### config.mk
export PLATFORM = sky130hd
export DESIGN_NAME = square_path_flight_sequencer
export DESIGN_NICKNAME = d
export VERILOG_FILES = /design/src/design/spfs_pkg.sv /design/src/design/spfs_cfg.sv /design/src/design/spfs_ctrl.sv /design/src/design/spfs_out.sv /design/src/design/square_path_flight_sequencer.sv
export SDC_FILE = /design/constraint.sdc
export NUM_CORES = 2
export LEC_CHECK = 0
export ABC_AREA = 1
export BUFFER_PORTS_ARGS = -buffer_cell sky130_fd_sc_hd__buf_2
export CORE_AREA = 5 5 373 375
export CTS_BUF_LIST = sky130_fd_sc_hd__clkbuf_4 sky130_fd_sc_hd__clkbuf_8 sky130_fd_sc_hd__clkbuf_16
export DETAILED_ROUTE_END_ITERATION = 8
export DIE_AREA = 0 0 378 380
export GPL_TIMING_DRIVEN = 1
export HOLD_SLACK_MARGIN = 0.03
export MAX_ROUTING_LAYER = met4
export SYNTH_ARGS = -nofsm -noshare
export SYNTH_HDL_FRONTEND = slang
export SYNTH_SLANG_ARGS = --single-unit
### constraint.sdc
create_clock -name clk -period 8.8 [get_ports clk]
set_input_delay 0 -clock clk [delete_from_list [all_inputs] [get_ports clk]]
set_output_delay 0 -clock clk [all_outputs]
set_load 0.02 [all_outputs]
### src/design/spfs_pkg.sv
`timescale 1ns / 1ps

package spfs_pkg;

    // Field widths
    localparam int POS_W      = 24;
    localparam int HALF_W     = 22;
    localparam int HOVER_W    = 23;
    localparam int STEP_W     = 22;
    localparam int CNT_W      = 12;
    localparam int TICK_W     = 10;
    localparam int PHASE_W    = 2;

    // Path point before the offset is added, and the sum with the offset
    localparam int PT_W       = 37;
    localparam int SUM_W      = 38;

    // Configuration port
    localparam int CFG_IDX_W  = 3;
    localparam int CFG_DATA_W = 23;

    localparam logic [CFG_IDX_W-1:0] REG_HALF_LENGTH   = 3'd0;
    localparam logic [CFG_IDX_W-1:0] REG_HALF_WIDTH    = 3'd1;
    localparam logic [CFG_IDX_W-1:0] REG_HOVER_HEIGHT  = 3'd2;
    localparam logic [CFG_IDX_W-1:0] REG_LENGTH_STEP   = 3'd3;
    localparam logic [CFG_IDX_W-1:0] REG_WIDTH_STEP    = 3'd4;
    localparam logic [CFG_IDX_W-1:0] REG_POINTS_LENGTH = 3'd5;
    localparam logic [CFG_IDX_W-1:0] REG_POINTS_WIDTH  = 3'd6;

    // Stream word widths
    localparam int IN_TDATA_W  = 80;
    localparam int OUT_TDATA_W = 80;

    typedef struct packed {
        logic        [HALF_W-1:0]  half_length;
        logic        [HALF_W-1:0]  half_width;
        logic signed [HOVER_W-1:0] hover_height;
        logic        [STEP_W-1:0]  length_step;
        logic        [STEP_W-1:0]  width_step;
        logic        [CNT_W-1:0]   points_length;
        logic        [CNT_W-1:0]   points_width;
    } cfg_t;

    typedef struct packed {
        logic                    armed;
        logic                    offboard_mode;
        logic signed [POS_W-1:0] pos_x;
        logic signed [POS_W-1:0] pos_y;
        logic signed [POS_W-1:0] pos_z;
    } item_t;

    typedef struct packed {
        logic                    sp_valid;
        logic signed [PT_W-1:0]  tx;
        logic signed [PT_W-1:0]  ty;
        logic signed [PT_W-1:0]  tz;
        logic signed [POS_W-1:0] off_x;
        logic signed [POS_W-1:0] off_y;
        logic signed [POS_W-1:0] off_z;
        logic [PHASE_W-1:0]      phase;
    } point_t;

endpackage

### src/design/spfs_cfg.sv
`timescale 1ns / 1ps

module spfs_cfg
(
    input  logic                           clk,
    input  logic                           rst_n,
    input  logic                           cfg_we,
    input  logic [spfs_pkg::CFG_IDX_W-1:0] cfg_index,
    input  logic [spfs_pkg::CFG_DATA_W-1:0] cfg_data,
    output spfs_pkg::cfg_t                 cfg
);
    import spfs_pkg::*;

    localparam logic [HALF_W-1:0]  RST_HALF   = HALF_W'(1000);
    localparam logic [HOVER_W-1:0] RST_HOVER  = HOVER_W'(1000);
    localparam logic [STEP_W-1:0]  RST_STEP   = STEP_W'(13);
    localparam logic [CNT_W-1:0]   RST_POINTS = CNT_W'(150);

    cfg_t cfg_reg;

    // Register file; writes to an unused index are dropped.
    always_ff @(posedge clk or negedge rst_n)
    begin
        if (!rst_n)
        begin
            cfg_reg.half_length   <= RST_HALF;
            cfg_reg.half_width    <= RST_HALF;
            cfg_reg.hover_height  <= RST_HOVER;
            cfg_reg.length_step   <= RST_STEP;
            cfg_reg.width_step    <= RST_STEP;
            cfg_reg.points_length <= RST_POINTS;
            cfg_reg.points_width  <= RST_POINTS;
        end
        else if (cfg_we)
        begin
            case (cfg_index)
                REG_HALF_LENGTH:   cfg_reg.half_length   <= cfg_data[HALF_W-1:0];
                REG_HALF_WIDTH:    cfg_reg.half_width    <= cfg_data[HALF_W-1:0];
                REG_HOVER_HEIGHT:  cfg_reg.hover_height  <= cfg_data[HOVER_W-1:0];
                REG_LENGTH_STEP:   cfg_reg.length_step   <= cfg_data[STEP_W-1:0];
                REG_WIDTH_STEP:    cfg_reg.width_step    <= cfg_data[STEP_W-1:0];
                REG_POINTS_LENGTH: cfg_reg.points_length <= cfg_data[CNT_W-1:0];
                REG_POINTS_WIDTH:  cfg_reg.points_width  <= cfg_data[CNT_W-1:0];
                default:           ;
            endcase
        end
    end

    assign cfg = cfg_reg;

endmodule

### src/design/spfs_ctrl.sv
`timescale 1ns / 1ps

module spfs_ctrl #(
    parameter int TAKEOFF_TICKS   = 200,
    parameter int MOVE_END_TICKS  = 600,
    parameter int MAX_SIDE_POINTS = 4095
)
(
    input  logic             clk,
    input  logic             rst_n,
    input  spfs_pkg::cfg_t   cfg,
    input  logic             item_valid,
    output logic             item_ready,
    input  spfs_pkg::item_t  item,
    output logic             pt_valid,
    input  logic             pt_ready,
    output spfs_pkg::point_t pt
);
    import spfs_pkg::*;

    typedef enum logic [PHASE_W-1:0] {
        PH_WAIT_DISARM = 2'd0,
        PH_WAIT_ARM    = 2'd1,
        PH_TAKEOFF     = 2'd2,
        PH_PATH        = 2'd3
    } phase_t;

    localparam logic [TICK_W-1:0] TAKEOFF_LIM = TICK_W'(TAKEOFF_TICKS);
    localparam logic [TICK_W-1:0] MOVE_LIM    = TICK_W'(MOVE_END_TICKS);
    localparam logic [TICK_W-1:0] TICK_SAT    = '1;
    localparam logic [CNT_W-1:0]  CNT_MAX     = CNT_W'(MAX_SIDE_POINTS);
    localparam logic [CNT_W-1:0]  CNT_ONE     = CNT_W'(1);

    // Mission state
    phase_t                  phase_reg, phase_next;
    logic [TICK_W-1:0]       ticks_reg, ticks_next;
    logic signed [POS_W-1:0] off_x_reg, off_x_next;
    logic signed [POS_W-1:0] off_y_reg, off_y_next;
    logic signed [POS_W-1:0] off_z_reg, off_z_next;
    logic [CNT_W-1:0]        idx_reg, idx_next;
    logic [1:0]              side_reg, side_next;
    logic                    prev_armed_reg, prev_offb_reg;

    // Point register towards the output stage
    logic                    pt_valid_reg;
    point_t                  pt_reg, pt_next;

    logic                    step;
    logic                    restart;
    phase_t                  phase_cur;
    logic [CNT_W-1:0]        pl, pw, cnt;
    logic [CNT_W-1:0]        x_mul_a, y_mul_a;
    logic [CNT_W+STEP_W-1:0] x_prod, y_prod;
    logic signed [PT_W-1:0]  xp, yp, hl, hw, hgt;
    logic signed [PT_W-1:0]  path_x, path_y;
    logic [CNT_W-1:0]        idx_inc;
    logic                    idx_wrap;

    assign item_ready = !pt_valid_reg || pt_ready;
    assign step       = item_valid && item_ready;

    // Side counts: zero counts as one, large counts are capped.
    always_comb
    begin
        if (cfg.points_length == '0)
            pl = CNT_ONE;
        else if (cfg.points_length > CNT_MAX)
            pl = CNT_MAX;
        else
            pl = cfg.points_length;

        if (cfg.points_width == '0)
            pw = CNT_ONE;
        else if (cfg.points_width > CNT_MAX)
            pw = CNT_MAX;
        else
            pw = cfg.points_width;
    end

    // Rectangle point for the current side and index.
    // Sides 0 and 2 walk along x, sides 1 and 3 along y.
    assign x_mul_a = side_reg[0] ? (pl - CNT_ONE) : idx_reg;
    assign y_mul_a = (side_reg == 2'd2) ? (pw - CNT_ONE) : idx_reg;
    assign x_prod  = x_mul_a * cfg.length_step;
    assign y_prod  = y_mul_a * cfg.width_step;

    assign xp  = signed'(PT_W'(x_prod));
    assign yp  = signed'(PT_W'(y_prod));
    assign hl  = signed'(PT_W'(cfg.half_length));
    assign hw  = signed'(PT_W'(cfg.half_width));
    assign hgt = PT_W'($signed(cfg.hover_height));

    always_comb
    begin
        path_x = side_reg[1] ? (hl - xp) : (xp - hl);
        case (side_reg)
            2'd0:    path_y = -hw;
            2'd3:    path_y = hw - yp;
            default: path_y = yp - hw;
        endcase
    end

    // Index advance with wrap at the side count or at the counter limit.
    assign cnt      = side_reg[0] ? pw : pl;
    assign idx_inc  = idx_reg + CNT_ONE;
    assign idx_wrap = (idx_inc >= cnt) || (idx_inc == '0);

    assign restart   = (prev_armed_reg && !item.armed) || (prev_offb_reg && !item.offboard_mode);
    assign phase_cur = restart ? PH_WAIT_DISARM : phase_reg;

    // Phase actions for one tick
    always_comb
    begin
        phase_next = phase_cur;
        ticks_next = ticks_reg;
        off_x_next = off_x_reg;
        off_y_next = off_y_reg;
        off_z_next = off_z_reg;
        idx_next   = idx_reg;
        side_next  = side_reg;

        pt_next.sp_valid = 1'b0;
        pt_next.tx       = '0;
        pt_next.ty       = '0;
        pt_next.tz       = '0;

        case (phase_cur)
            PH_WAIT_DISARM:
            begin
                if (!item.armed && !item.offboard_mode)
                    phase_next = PH_WAIT_ARM;
            end
            PH_WAIT_ARM:
            begin
                off_x_next       = item.pos_x;
                off_y_next       = item.pos_y;
                off_z_next       = item.pos_z;
                pt_next.sp_valid = 1'b1;
                pt_next.tz       = hgt;
                if (item.armed && item.offboard_mode)
                begin
                    idx_next   = '0;
                    side_next  = 2'd0;
                    ticks_next = '0;
                    phase_next = PH_TAKEOFF;
                end
            end
            PH_TAKEOFF:
            begin
                if (ticks_reg < TAKEOFF_LIM)
                begin
                    pt_next.sp_valid = 1'b1;
                    pt_next.tz       = hgt;
                end
                else if (ticks_reg < MOVE_LIM)
                begin
                    pt_next.sp_valid = 1'b1;
                    pt_next.tx       = -hl;
                    pt_next.ty       = -hw;
                    pt_next.tz       = hgt;
                end
                else
                begin
                    phase_next = PH_PATH;
                end
                if (ticks_reg != TICK_SAT)
                    ticks_next = ticks_reg + TICK_W'(1);
            end
            PH_PATH:
            begin
                pt_next.sp_valid = 1'b1;
                pt_next.tx       = path_x;
                pt_next.ty       = path_y;
                pt_next.tz       = hgt;
                if (idx_wrap)
                begin
                    idx_next  = '0;
                    side_next = side_reg + 2'd1;
                end
                else
                begin
                    idx_next = idx_inc;
                end
            end
            default: ;
        endcase

        pt_next.off_x = off_x_next;
        pt_next.off_y = off_y_next;
        pt_next.off_z = off_z_next;
        pt_next.phase = phase_next;
    end

    // State and point register
    always_ff @(posedge clk or negedge rst_n)
    begin
        if (!rst_n)
        begin
            phase_reg      <= PH_WAIT_DISARM;
            ticks_reg      <= '0;
            off_x_reg      <= '0;
            off_y_reg      <= '0;
            off_z_reg      <= '0;
            idx_reg        <= '0;
            side_reg       <= 2'd0;
            prev_armed_reg <= 1'b0;
            prev_offb_reg  <= 1'b0;
            pt_valid_reg   <= 1'b0;
        end
        else
        begin
            if (item_ready)
                pt_valid_reg <= item_valid;
            if (step)
            begin
                phase_reg      <= phase_next;
                ticks_reg      <= ticks_next;
                off_x_reg      <= off_x_next;
                off_y_reg      <= off_y_next;
                off_z_reg      <= off_z_next;
                idx_reg        <= idx_next;
                side_reg       <= side_next;
                prev_armed_reg <= item.armed;
                prev_offb_reg  <= item.offboard_mode;
            end
        end
    end

    always_ff @(posedge clk)
    begin
        if (step)
            pt_reg <= pt_next;
    end

    assign pt_valid = pt_valid_reg;
    assign pt       = pt_reg;

    // A tick that ends in the first phase never issues a setpoint.
    a_no_sp_in_wait: assert property (@(posedge clk) disable iff (!rst_n)
        (pt_valid_reg && pt_reg.phase == PH_WAIT_DISARM) |-> !pt_reg.sp_valid)
        else $error("setpoint issued while waiting for disarm");

    // The stored index always stays below the side limit.
    a_idx_range: assert property (@(posedge clk) disable iff (!rst_n)
        idx_reg < CNT_MAX || idx_reg == '0)
        else $error("side index beyond limit");

    // The path phase is entered from takeoff only once the move has ended.
    a_path_entry: assert property (@(posedge clk) disable iff (!rst_n)
        (step && phase_cur == PH_TAKEOFF && phase_next == PH_PATH) |-> ticks_reg >= MOVE_LIM)
        else $error("path phase entered early");

    // A tick that stays in the path phase always yields a setpoint.
    a_path_sp: assert property (@(posedge clk) disable iff (!rst_n)
        (step && phase_cur == PH_PATH) |=> (pt_valid_reg && pt_reg.sp_valid))
        else $error("path tick without setpoint");

endmodule

### src/design/spfs_out.sv
`timescale 1ns / 1ps

module spfs_out
(
    input  logic                               clk,
    input  logic                               rst_n,
    input  logic                               pt_valid,
    output logic                               pt_ready,
    input  spfs_pkg::point_t                   pt,
    output logic                               m_tvalid,
    input  logic                               m_tready,
    output logic [spfs_pkg::OUT_TDATA_W-1:0]   m_tdata,
    output logic                               m_tuser
);
    import spfs_pkg::*;

    localparam int PAD_W = OUT_TDATA_W - 3 * POS_W - PHASE_W;
    localparam logic signed [SUM_W-1:0] POS_HI = SUM_W'(8388607);
    localparam logic signed [SUM_W-1:0] POS_LO = SUM_W'(-8388608);

    logic                    out_v_reg;
    logic [OUT_TDATA_W-1:0]  tdata_reg, tdata_next;
    logic                    tuser_reg;
    logic signed [SUM_W-1:0] sum_x, sum_y, sum_z;
    logic signed [POS_W-1:0] sat_x, sat_y, sat_z;
    logic                    load;

    function automatic logic signed [POS_W-1:0] sat_pos(input logic signed [SUM_W-1:0] v);
        logic signed [POS_W-1:0] r;
        if (v > POS_HI)
            r = POS_HI[POS_W-1:0];
        else if (v < POS_LO)
            r = POS_LO[POS_W-1:0];
        else
            r = v[POS_W-1:0];
        return r;
    endfunction

    assign pt_ready = !out_v_reg || m_tready;
    assign load     = pt_valid && pt_ready;

    // Add the latched offset and saturate once to the output range; words without a setpoint carry zeros.
    assign sum_x = SUM_W'(pt.tx) + SUM_W'(pt.off_x);
    assign sum_y = SUM_W'(pt.ty) + SUM_W'(pt.off_y);
    assign sum_z = SUM_W'(pt.tz) + SUM_W'(pt.off_z);

    always_comb
    begin
        if (pt.sp_valid)
        begin
            sat_x = sat_pos(sum_x);
            sat_y = sat_pos(sum_y);
            sat_z = sat_pos(sum_z);
        end
        else
        begin
            sat_x = '0;
            sat_y = '0;
            sat_z = '0;
        end
        tdata_next = {{PAD_W{1'b0}}, pt.phase, sat_z, sat_y, sat_x};
    end

    // Output word register
    always_ff @(posedge clk or negedge rst_n)
    begin
        if (!rst_n)
            out_v_reg <= 1'b0;
        else if (pt_ready)
            out_v_reg <= pt_valid;
    end

    always_ff @(posedge clk)
    begin
        if (load)
        begin
            tdata_reg <= tdata_next;
            tuser_reg <= pt.sp_valid;
        end
    end

    assign m_tvalid = out_v_reg;
    assign m_tdata  = tdata_reg;
    assign m_tuser  = tuser_reg;

endmodule

### src/design/square_path_flight_sequencer.sv
`timescale 1ns / 1ps

// Square path flight sequencer.
// Input stream s_*: one word per control tick with the armed and offboard
// flags and the measured position. Output stream m_*: exactly one word per
// input word, carrying the setpoint, its valid flag in m_tuser and the
// mission phase after the tick.
// The configuration port writes one register per cycle when cfg_we is high;
// the user must write it only while no words are in flight, as the block
// does not enforce this. The edge that accepts a word loads the input
// register; the word then passes the point and output registers before it
// appears on m_tvalid. Throughput: one word per cycle while m_tready is
// held high; the mission state and the path point are worked out
// combinationally between the input and point registers, with one
// 12 by 22 bit multiplier per axis.
// Reset clears the mission state to the first phase, the latched offset to
// zero and the configuration registers to their defaults; no words are held.
// When the receiver stalls, the output register holds its word and the
// point and input registers still take one word each before s_tready falls.
module square_path_flight_sequencer #(
    parameter int TAKEOFF_TICKS   = 200,
    parameter int MOVE_END_TICKS  = 600,
    parameter int MAX_SIDE_POINTS = 4095
)
(
    input  logic                                clk,
    input  logic                                rst_n,
    // armed, offboard_mode, pos_x, pos_y, pos_z, zero fill
    input  logic [spfs_pkg::IN_TDATA_W-1:0]     s_tdata,
    input  logic                                s_tvalid,
    output logic                                s_tready,
    // setpoint_x, setpoint_y, setpoint_z, phase, zero fill
    output logic [spfs_pkg::OUT_TDATA_W-1:0]    m_tdata,
    // setpoint_valid
    output logic                                m_tuser,
    output logic                                m_tvalid,
    input  logic                                m_tready,
    input  logic                                cfg_we,
    input  logic [spfs_pkg::CFG_IDX_W-1:0]      cfg_index,
    input  logic [spfs_pkg::CFG_DATA_W-1:0]     cfg_data
);
    import spfs_pkg::*;

    cfg_t   cfg;
    item_t  in_item_reg, in_item_next;
    logic   in_v_reg;
    logic   item_ready;
    logic   pt_valid, pt_ready;
    point_t pt;

    // Unpack the input word
    assign in_item_next.armed         = s_tdata[0];
    assign in_item_next.offboard_mode = s_tdata[1];
    assign in_item_next.pos_x         = s_tdata[2 +: POS_W];
    assign in_item_next.pos_y         = s_tdata[2 + POS_W +: POS_W];
    assign in_item_next.pos_z         = s_tdata[2 + 2 * POS_W +: POS_W];

    assign s_tready = !in_v_reg || item_ready;

    // Input register
    always_ff @(posedge clk or negedge rst_n)
    begin
        if (!rst_n)
            in_v_reg <= 1'b0;
        else if (s_tready)
            in_v_reg <= s_tvalid;
    end

    always_ff @(posedge clk)
    begin
        if (s_tvalid && s_tready)
            in_item_reg <= in_item_next;
    end

    spfs_cfg u_cfg (
        .clk       (clk),
        .rst_n     (rst_n),
        .cfg_we    (cfg_we),
        .cfg_index (cfg_index),
        .cfg_data  (cfg_data),
        .cfg       (cfg)
    );

    spfs_ctrl #(
        .TAKEOFF_TICKS   (TAKEOFF_TICKS),
        .MOVE_END_TICKS  (MOVE_END_TICKS),
        .MAX_SIDE_POINTS (MAX_SIDE_POINTS)
    ) u_ctrl (
        .clk        (clk),
        .rst_n      (rst_n),
        .cfg        (cfg),
        .item_valid (in_v_reg),
        .item_ready (item_ready),
        .item       (in_item_reg),
        .pt_valid   (pt_valid),
        .pt_ready   (pt_ready),
        .pt         (pt)
    );

    spfs_out u_out (
        .clk      (clk),
        .rst_n    (rst_n),
        .pt_valid (pt_valid),
        .pt_ready (pt_ready),
        .pt       (pt),
        .m_tvalid (m_tvalid),
        .m_tready (m_tready),
        .m_tdata  (m_tdata),
        .m_tuser  (m_tuser)
    );

endmodule

==> flow_summary.ini <==
[status]
status = completed

[placed_design]
finalWeightedCongestion = 0.980
port-buffer-count = 181
place_hpwl_um = 137000
dp_cells = 9047

[logic_synthesis]
synth_cell_types = 65
synth_commonest_cells = 1889 x nand2_1, 1262 x inv_1, 671 x nor2_1
synth_most_common_cell = nand2_1
synth_enable_flop_cells = 321
synthArstFlopShare_pct = 42.6
syn_area_per_cell_um2 = 7.51
synth_adder_area_share_pct = 23.3
synth_warnings = 0
netlist.area_leader.share_pct = 17.9
yosysSeqAreaShare_pct = 29.0
synth_top_family_by_area = adder cells
syn-instance-count = 7173
ys_ff_latch = 559
synthMuxAreaShare_pct = 0.0743
syn_area_um2 = 53900
synth_compound_area_share_pct = 11.5
yosysTopAreaCell = edfxtp_1
synth_xor_area_share_pct = 2.41
ys.flop_type = edfxtp_1
synthSimpleGateAreaFrac_pct = 23.2
ys_top_cells_by_area = edfxtp_1 18%, fa_1 15%, nand2_1 13%

[global_route]
grt_pass1_wl_um = 270000
grt_usage_pct = 24.5
gr-total-overflow = 0
antenna_found_initial = 10
grt_max_degree = 178
grt_pass1_vias = 47064

[timing]
fin_skew_ps = 32.2
min_period_ps = 8340
worst_slew_pin_slew_ps = 1190
setup_viol_count_final = 0
hold_viol_final = 0
maxSlewViolCount = 0
period_share_pct = 94.7
slew_headroom_pct = 21.0
fmax_mhz = 120
rsz0062_at_grt = true
setup-tns-final_ps = 0

[floorplanning]
die_w_um = 378
die_area_um2 = 144000
ios = 194
die_y_um = 380
fp-row-count = 135
start_util_pct = 39.9
core_um2 = 135000

[worst_setup_path]
start_kind = register
slowest_delay_ps = 550
path_common_cell = nand2_1
r2r_setup_slack_ps = 460
cp_num_buf_inv = 10
r2r_start = u_cfg.cfg[4]$_DFFE_PN1P_
r2r-end = u_ctrl.pt[133]$_DFFE_PP_
cp_top_family = adder cells
end_kind = register
critPathMaxFanout = 19
cp_slowest_cell = dfstp_2
cp.arrival_ps = 8690
rr_worst_depth = 44
required_ps = 9160
critPathKind = register to register

[hold_path]
hold_path_startpoint = s_tdata[1]
whs_path_depth = 2
hold-path-endpoint = in_item_reg[72]$_DFFE_PP_
hold_path.class = input port to register

[final_layout]
register_area_um2 = 15600
largest_register_ffs = 172
area_delta_synth_final_pct = 14.2
fill_cells = 13628
multi_input_area_um2 = 33200
fin_nets = 8357
final_layout_size_suffix_gt1_share_pct = 8.94
stdcell_count = 9335

[route]
firstDrtPassIters = 9
detail_route.vias_per_cell = 5.13
drtIter0Drc = 3986
drc_errors = 0
wl_per_cell_um = 18.6
routed_wl_um = 173000
wl_met2_um = 80300
wl_met1_um = 77100
top_layer = met4
route.met3.wl_um = 11100
postRouteAntennaNets = 0
dr_total_vias = 47918

[clock_network]
cts-htree-levels = 3
clkLatencyLatePin_ps = 660
tritoncts = yes
clock_sinks = 559
cts-buffers-inserted = 67
clock_path_buffers = 3
cts-root-buf = clkbuf_16
clkTransAtPathRegs_ps = 60

[job]
cap_violations = 0
-- area by class of cell --
class / instances / share of cell area (%)
multi-input combinational: 5135 / 53.9
sequential: 559 / 25.4
inverter: 1277 / 7.83
timing repair buffer: 448 / 5.41
tap: 1781 / 3.62
clock buffer: 97 / 3.22
clock inverter: 27 / 0.511
antenna: 11 / 0.0447
-- placed cells by master, fill, tap and decap left out, drive strengths merged, types with 25 or more instances in the layout --
cell / count
dlygate4sd3: 143
dfstp: 32
nand2: 1910
edfxtp: 321
inv: 1271
nor2: 690
ha: 351
buf: 305
o22ai: 25
xor2: 127
dfrtp: 206
fa: 407
nor3: 50
a21oi: 410
o21ai: 590
nand4: 64
nand3: 293
clkbuf: 97
-- per-stage QoR --
| stage | hold slack (ps) | area, um^2 | utilization, % | setup slack, ps |
|---|---|---|---|---|
| finish | 75.3 | 61500 | 45.6 | 464 |
| global route | 50.9 | 61500 | 45.6 | -35.1 |
| CTS | 30.3 | 60800 | 45.1 | 200 |
| detailed placement | 3.90 | 57100 | 42.3 | 267 |
| global placement | 1.48 | 57100 | 42.3 | 325 |
| floorplan | -296 | 53900 | - | 723 |
-- cells by family after synthesis --
family                     count (synthesis)
buffers and inverters                   1484
other                                      1
AOI/OAI and AO/OA                       1149
xor gates and xnor gates                 148
adders and majority gates                758
and+or+nand+nor                         3070
DFF                                      559
muxes                                      4
-- worst max path at each step --
stage                                   start  depth (start not counted)  slack (ps)                  endpoint
3_5_place_dp         u_cfg.cfg[4]$_DFFE_PN1P_                         46         270  u_ctrl.pt[141]$_DFFE_PP_
6_report             u_cfg.cfg[4]$_DFFE_PN1P_                         44         460  u_ctrl.pt[133]$_DFFE_PP_
5_1_grt             u_cfg.cfg[14]$_DFFE_PN1P_                         50         -40  u_ctrl.pt[177]$_DFFE_PP_
3_3_place_gp        u_cfg.cfg[14]$_DFFE_PN1P_                         41         330  u_ctrl.pt[170]$_DFFE_PP_
4_1_cts              u_cfg.cfg[4]$_DFFE_PN1P_                         46         200  u_ctrl.pt[141]$_DFFE_PP_
2_1_floorplan  u_ctrl.side_reg[0]$_DFFE_PN0P_                         41         720  u_ctrl.pt[141]$_DFFE_PP_
-- layer usage --
layer / GRT usage [%] / vias to the layer above
met5: - / -
met4: 6.68 / 0
met3: 3.57 / 237
met2: 38.9 / 1473
met1: 33.0 / 22904
li1: - / 23304
-- timing repair --
| action | in CTS | in global routing |
|---|---|---|
| setup endpoints to repair | 0 | 47 |
| buffers inserted | 0 | 9 |
| resized for setup | 0 | 152 |
| endpoints found under the hold margin | 246 | 0 |
| hold buffers | 144 | 0 |
Power is not shown: default switching activity piles up to over one toggle a cycle in this logic, so the estimate is an artifact.
